[config.mk]
export PLATFORM = sky130hd
export DESIGN_NAME = button_debounce_click_classifier_unit
export DESIGN_NICKNAME = d
export VERILOG_FILES = /design/src/sv/bdc_pkg.sv /design/src/sv/bdc_cfg.sv /design/src/sv/bdc_core.sv /design/src/sv/button_debounce_click_classifier_unit.sv
export SDC_FILE = /design/constraint.sdc
export NUM_CORES = 1
export LEC_CHECK = 0
export BUFFER_PORTS_ARGS = -buffer_cell sky130_fd_sc_hd__buf_2
export CELL_PAD_IN_SITES_DETAIL_PLACEMENT = 1
export CELL_PAD_IN_SITES_GLOBAL_PLACEMENT = 2
export CORE_MARGIN = 5
export CORE_UTILIZATION = 39
export DETAILED_ROUTE_END_ITERATION = 7
export HOLD_SLACK_MARGIN = 0.02
export PLACE_DENSITY = 0.9
export SYNTH_ARGS = -nofsm -noshare
export SYNTH_HDL_FRONTEND = slang
export SYNTH_SLANG_ARGS = --single-unit
export TNS_END_PERCENT = 100
[constraint.sdc]
create_clock -name clk -period 14.7 [get_ports clk]
set_input_delay 0.735 -clock clk [delete_from_list [all_inputs] [get_ports clk]]
set_output_delay 0.735 -clock clk [all_outputs]
set_load 0.01 [all_outputs]
[src/sv/bdc_pkg.sv]
// Shared types and constants for the button debounce and click classifier.
`timescale 1ns / 1ps
`default_nettype none

package bdc_pkg;

    localparam int TIME_W  = 32;
    localparam int CFG_W   = 16;
    localparam int INDEX_W = 2;
    localparam int TALLY_W = 2;
    localparam int IN_TDATA_W  = 40;
    localparam int OUT_TDATA_W = 8;

    localparam logic [CFG_W-1:0] DEBOUNCE_RESET   = 16'd20;
    localparam logic [CFG_W-1:0] LONG_PRESS_RESET = 16'd1000;
    localparam logic [CFG_W-1:0] CLICK_GAP_RESET  = 16'd300;

    localparam logic [TALLY_W-1:0] TALLY_MAX = 2'd2;

    typedef enum logic [1:0] {
        EV_NONE   = 2'd0,
        EV_SINGLE = 2'd1,
        EV_DOUBLE = 2'd2,
        EV_LONG   = 2'd3
    } ev_t;

    typedef enum logic [INDEX_W-1:0] {
        CFG_DEBOUNCE   = 2'd0,
        CFG_LONG_PRESS = 2'd1,
        CFG_CLICK_GAP  = 2'd2,
        CFG_UNUSED     = 2'd3
    } cfg_index_t;

    typedef struct packed {
        logic [CFG_W-1:0] debounce_ms;
        logic [CFG_W-1:0] long_press_ms;
        logic [CFG_W-1:0] click_gap_ms;
    } cfg_t;

    typedef struct packed {
        ev_t  event_code;
        logic pressed_now;
    } result_t;

endpackage

`default_nettype wire

[src/sv/bdc_cfg.sv]
// Configuration register file: three 16-bit timing registers.
`timescale 1ns / 1ps
`default_nettype none

module bdc_cfg (
    input  wire logic                       clk,
    input  wire logic                       rst_n,
    input  wire logic                       cfg_we,
    input  wire logic [bdc_pkg::INDEX_W-1:0] cfg_index,
    input  wire logic [bdc_pkg::CFG_W-1:0]   cfg_data,
    output bdc_pkg::cfg_t                   cfg
);
    import bdc_pkg::*;

    cfg_t cfg_reg;
    cfg_t cfg_next;

    always_comb
    begin
        cfg_next = cfg_reg;
        if (cfg_we)
        begin
            unique case (cfg_index_t'(cfg_index))
                CFG_DEBOUNCE:   cfg_next.debounce_ms   = cfg_data;
                CFG_LONG_PRESS: cfg_next.long_press_ms = cfg_data;
                CFG_CLICK_GAP:  cfg_next.click_gap_ms  = cfg_data;
                default:        cfg_next = cfg_reg;
            endcase
        end
    end

    always_ff @(posedge clk or negedge rst_n)
    begin
        if (!rst_n)
        begin
            cfg_reg.debounce_ms   <= DEBOUNCE_RESET;
            cfg_reg.long_press_ms <= LONG_PRESS_RESET;
            cfg_reg.click_gap_ms  <= CLICK_GAP_RESET;
        end
        else
        begin
            cfg_reg <= cfg_next;
        end
    end

    assign cfg = cfg_reg;

endmodule

`default_nettype wire

[src/sv/bdc_core.sv]
// Debounce state and click classification, one sample per cycle while advance is set.
`timescale 1ns / 1ps
`default_nettype none

module bdc_core (
    input  wire logic                       clk,
    input  wire logic                       rst_n,
    input  wire logic                       advance,
    input  wire logic                       level,
    input  wire logic [bdc_pkg::TIME_W-1:0] now_ms,
    input  wire bdc_pkg::cfg_t              cfg,
    output bdc_pkg::result_t                result
);
    import bdc_pkg::*;

    logic               pressed_reg, pressed_next;
    logic [TIME_W-1:0]  press_time_reg, press_time_next;
    logic [TIME_W-1:0]  release_time_reg, release_time_next;
    logic [TALLY_W-1:0] tally_reg, tally_next;
    logic [TIME_W-1:0]  since_release;
    logic [TIME_W-1:0]  held;
    logic [TIME_W-1:0]  idle;
    ev_t                ev;

    always_comb
    begin
        pressed_next      = pressed_reg;
        press_time_next   = press_time_reg;
        release_time_next = release_time_reg;
        tally_next        = tally_reg;
        ev                = EV_NONE;
        since_release     = now_ms - release_time_reg;
        held              = now_ms - press_time_reg;

        if (level && !pressed_reg)
        begin
            if (since_release > {{(TIME_W-CFG_W){1'b0}}, cfg.debounce_ms})
            begin
                pressed_next    = 1'b1;
                press_time_next = now_ms;
            end
        end
        else if (!level && pressed_reg)
        begin
            if (held > {{(TIME_W-CFG_W){1'b0}}, cfg.debounce_ms})
            begin
                pressed_next      = 1'b0;
                release_time_next = now_ms;
                if (held >= {{(TIME_W-CFG_W){1'b0}}, cfg.long_press_ms})
                begin
                    ev         = EV_LONG;
                    tally_next = '0;
                end
                else if (tally_reg < TALLY_MAX)
                begin
                    tally_next = tally_reg + 1'b1;
                end
            end
        end

        // report the tally once the idle gap after release has run out
        idle = now_ms - release_time_next;
        if (!pressed_next && (tally_next != '0) &&
            (idle > {{(TIME_W-CFG_W){1'b0}}, cfg.click_gap_ms}))
        begin
            ev         = (tally_next == 2'd1) ? EV_SINGLE : EV_DOUBLE;
            tally_next = '0;
        end
    end

    always_ff @(posedge clk or negedge rst_n)
    begin
        if (!rst_n)
        begin
            pressed_reg      <= 1'b0;
            press_time_reg   <= '0;
            release_time_reg <= '0;
            tally_reg        <= '0;
        end
        else if (advance)
        begin
            pressed_reg      <= pressed_next;
            press_time_reg   <= press_time_next;
            release_time_reg <= release_time_next;
            tally_reg        <= tally_next;
        end
    end

    assign result.event_code  = ev;
    assign result.pressed_now = pressed_next;

endmodule

`default_nettype wire

[src/sv/button_debounce_click_classifier_unit.sv]
// Top level of the button debounce and click classifier.
`timescale 1ns / 1ps
`default_nettype none

// Each request on the slave stream is one sample of the button pin with its
// millisecond timestamp; each sample yields exactly one result on the master
// stream carrying the event (none, single, double, long press) and the
// debounced level. A sample waits in the input register until the output
// slot is free or being drained, then its result is loaded into the output
// register. While the master side keeps taking results, one sample is
// accepted every cycle; a stalled result lets exactly one more sample into
// the input register and then holds the input off until the result is
// taken. The rate is set by the single state update between the two
// registers: debounce compare, tally step and gap compare in one pass.
// Timing registers are written through the cfg port by the user only while
// the stream is idle; the block itself does not enforce this.

module button_debounce_click_classifier_unit (
    input  wire logic                            clk,
    input  wire logic                            rst_n,
    // slave stream: [0] raw_level, [32:1] now_ms, [39:33] zero
    input  wire logic                            s_tvalid,
    output logic                                 s_tready,
    input  wire logic [bdc_pkg::IN_TDATA_W-1:0]  s_tdata,
    // master stream: [1:0] event_code, [2] pressed_now, [7:3] zero
    output logic                                 m_tvalid,
    input  wire logic                            m_tready,
    output logic      [bdc_pkg::OUT_TDATA_W-1:0] m_tdata,
    // register write port
    input  wire logic                            cfg_we,
    input  wire logic [bdc_pkg::INDEX_W-1:0]     cfg_index,
    input  wire logic [bdc_pkg::CFG_W-1:0]       cfg_data
);
    import bdc_pkg::*;

    logic              in_valid_reg, in_valid_next;
    logic              in_level_reg;
    logic [TIME_W-1:0] in_now_reg;
    logic              out_valid_reg, out_valid_next;
    result_t           out_result_reg;
    logic              s_accept;
    logic              advance;
    cfg_t              cfg;
    result_t           result;

    // move the held sample on whenever the output slot is free or being drained
    assign advance  = in_valid_reg && (!out_valid_reg || m_tready);
    assign s_tready = !in_valid_reg || advance;
    assign s_accept = s_tvalid && s_tready;

    always_comb
    begin
        in_valid_next = in_valid_reg;
        if (s_accept)
        begin
            in_valid_next = 1'b1;
        end
        else if (advance)
        begin
            in_valid_next = 1'b0;
        end

        out_valid_next = out_valid_reg;
        if (advance)
        begin
            out_valid_next = 1'b1;
        end
        else if (m_tready)
        begin
            out_valid_next = 1'b0;
        end
    end

    always_ff @(posedge clk or negedge rst_n)
    begin
        if (!rst_n)
        begin
            in_valid_reg  <= 1'b0;
            out_valid_reg <= 1'b0;
        end
        else
        begin
            in_valid_reg  <= in_valid_next;
            out_valid_reg <= out_valid_next;
        end
    end

    // capture the sample payload
    always_ff @(posedge clk)
    begin
        if (s_accept)
        begin
            in_level_reg <= s_tdata[0];
            in_now_reg   <= s_tdata[TIME_W:1];
        end
    end

    // hold the result until the master side takes it
    always_ff @(posedge clk)
    begin
        if (advance)
        begin
            out_result_reg <= result;
        end
    end

    bdc_cfg u_cfg (
        .clk       (clk),
        .rst_n     (rst_n),
        .cfg_we    (cfg_we),
        .cfg_index (cfg_index),
        .cfg_data  (cfg_data),
        .cfg       (cfg)
    );

    bdc_core u_core (
        .clk     (clk),
        .rst_n   (rst_n),
        .advance (advance),
        .level   (in_level_reg),
        .now_ms  (in_now_reg),
        .cfg     (cfg),
        .result  (result)
    );

    assign m_tvalid = out_valid_reg;
    assign m_tdata  = {{(OUT_TDATA_W-3){1'b0}}, out_result_reg.pressed_now,
                       out_result_reg.event_code};

endmodule

`default_nettype wire

==> run summary <==
DPL Wire Length -> 31,900 um
Placeable Area -> 0.0336 mm2
clk_skew -> 0.0102 ns
GPL Wtd Cong -> 0.883
DRC errors left -> 0
remaining global-route overflow -> 0
CTS Buf Count -> 17
CTS tree -> yes
fmax -> 99.2 MHz
most frequent cells in the layout -> 174 x nand2_1, 160 x ha_1, 144 x a21oi_1
Root Buffer -> clkbuf_16
Vias/cell -> 5.67
Worst Path Max Fanout -> 34
post-CTS setup buffer count -> 0
die area -> 0.0379 mm2
Hold-fix buffers, CTS -> 0
largest net degree at the start of global routing -> 63
Power Total -> 0.00271 W
status -> completed
PwrDens -> 186 mW/mm2
IO Count -> 73
Final period util -> 68.6%
post-synth cell types -> 90
Post-Synth XOR/XNOR Area -> 4.08%
DIE WIDTH -> 195 um
layout cells sized above 1 -> 10.6%
Mean Syn Cell Area -> 8.58 um2
sequential share of the synthesized area -> 30.3%
WL per Instance -> 19.2 um
Worst-Skew Late Latency -> 0.45 ns
RSZ-0062 raised after global routing -> false
Crit path largest cell delay -> 0.96 ns
Setup-failing EPs final -> 0
max reg flops -> 48
number of DRC markers in iteration 0 -> 643
P&R area growth vs syn -> 9.80%
router iterations before antenna repair -> 5
routed via count -> 11,586
Async SR Flop Fraction -> 76.5%
Post-Synth Adder-Cell Area -> 15.5%
worst vdd ir -> 0.100 mV
Diodes inserted -> 0
Sequential Area -> 0.00402 mm2
Max Cap Viol -> 0
Leakage Power -> 6.42 nW
type of origin of the critical path -> flop
Min Clock Period, post-route -> 10.08 ns
number of global-route vias before repair -> 11,872
Initial Util -> 39.6%
Post-Route WL -> 39,300 um
Slew Limit Headroom -> 21.2%
GRT Total Usage -> 20.6%
fillcell total -> 3,995
commonest non-fill, non-tap cell in the layout -> nand2_1
Clock Sinks -> 153
register bit count reported by yosys -> 153
worst min path class -> in2async
num rows -> 67
Hold Vio Cnt, Final -> 0
initial antenna violation count -> 0
Most common cell on crit path -> o21ai_0
Post-Synth Simple-Gate Area -> 15.4%
Crit-path slowest cell -> nor4b_1
H-tree Lvls -> 4
CP endpoint kind -> flop
clock tree buffer depth -> 2
Critical Path RT -> 14.89 ns
Syn Inst Count -> 1,550
Slew @ Worst Pin -> 1.17 ns
mapped cell area -> 0.0133 mm2
Post-synth EDFFs -> 36
Critical Path AT -> 10.27 ns
critical path class -> reg2reg
most common flop cell mapped by yosys -> dfrtp_1
Vert. Die Dim -> 195 um
Synth Area in Compound Gates -> 22.7%
Layout Nets -> 1,810
DRT antenna net count -> 0
footprint of the multi-input gates -> 0.00853 mm2
first-pass GRT wire length -> 63,200 um
IO Port Bufs -> 60
PostCTS Resize Cnt -> 0
Synthesis Warnings -> 0
Worst-path clk slew -> 0.07 ns
largest family of logic cells by synthesized area -> compound AO/OA/AOI/OAI gates
setup TNS -> 0 ns
mux cell area share after synthesis -> 6.14%
fin. max-slew vios -> 0
-- stage by stage --
stage	hold WS [ns]	utilization (%)	std cells	setup slack [ns]	area, um2
finish	0.197	43.4	2045	4.62	14600
global route	0.198	43.4	2045	3.90	14600
CTS	0.184	43.4	2045	4.66	14600
detailed placement	0.499	41.6	2013	4.73	14000
global placement	0.468	41.6	2013	4.90	14000
floorplan	0.439	-	1554	7.34	13300
-- final timing paths --
path,end,cells after the start,startpoint,slack (ns)
worst min register to register,m_tvalid$_DFFE_PN0P_,1,in_valid_reg$_DFFE_PN0P_,0.50
worst min-delay path,u_core.release_time_reg[1]$_DFFE_PN0P_,1,rst_n,0.20
max in group asynchronous,u_core.press_time_reg[21]$_DFFE_PN0P_,2,rst_n,13.44
min in group clk,in_now_reg[5]$_DFFE_PP_,1,s_tdata[6],0.46
worst max register to register,m_tdata[0]$_DFFE_PP_,35,in_now_reg[1]$_DFFE_PP_,4.62
worst max-delay path,m_tdata[0]$_DFFE_PP_,35,in_now_reg[1]$_DFFE_PP_,4.62
-- per-layer routing --
| metal | GRT usage (%) | up-vias | routed length (um) |
|---|---|---|---|
| met2 | 33.3 | 158 | 18000 |
| met5 | 0 | - | 0 |
| met1 | 28.7 | 5699 | 19300 |
| li1 | - | 5683 | - |
| met4 | 5.91 | 0 | 784 |
| met3 | 3.01 | 46 | 1180 |
-- cells by family (layout without fill, tap and decap cells) --
logic type	count (synthesis)	count (layout)
xor gates and xnor gates	62	62
adders and majority gates	163	163
DFF	153	153
buffers and inverters	195	238
muxes	77	77
other	1	5
AOI/OAI and AO/OA	478	478
and+or+nand+nor	421	421
-- cell type report --
| class | count | share of cell area [%] |
|---|---|---|
| Multi-Input combinational cell | 1206 | 58.4 |
| Sequential cell | 153 | 27.6 |
| Tap cell | 448 | 3.84 |
| Inverter | 139 | 3.57 |
| Clock buffer | 21 | 3.23 |
| Timing Repair Buffer | 67 | 2.43 |
| Clock inverter | 11 | 0.926 |
-- power by group --
group / switching [W] / internal (W)
clock: 0.000195 / 0.000267
combinational: 0.00101 / 0.000651
sequential: 0.0000540 / 0.000536
-- synth_stat cells (21+ instances only) --
cell type | count | area, um2
a21o_1 | 25 | 188
a21oi_1 | 144 | 721
clkbuf_1 | 39 | 146
dfrtp_1 | 105 | 2630
edfxtp_1 | 36 | 1080
ha_1 | 160 | 2000
inv_1 | 139 | 522
mux2_2 | 37 | 417
mux2i_1 | 40 | 400
nand2_1 | 174 | 653
nand3_1 | 25 | 125
nand4_1 | 32 | 200
nor2_1 | 70 | 263
o211ai_1 | 28 | 210
o21a_1 | 21 | 158
o21ai_0 | 138 | 691
xnor2_1 | 44 | 385
-- worst max-delay path: cells and delay by family (launching register included) --
kind / cells / cell delay, ns
buffers and inverters: 2 / 0.73
flip-flops: 1 / 0.55
adder cells (fa/ha/maj): 5 / 1.77
XOR/XNOR: 2 / 0.44
AO/OA/AOI/OAI: 16 / 3.60
AND/OR/NAND/NOR: 10 / 2.69
No activity file was read; power rests on OpenSTA's default activity.
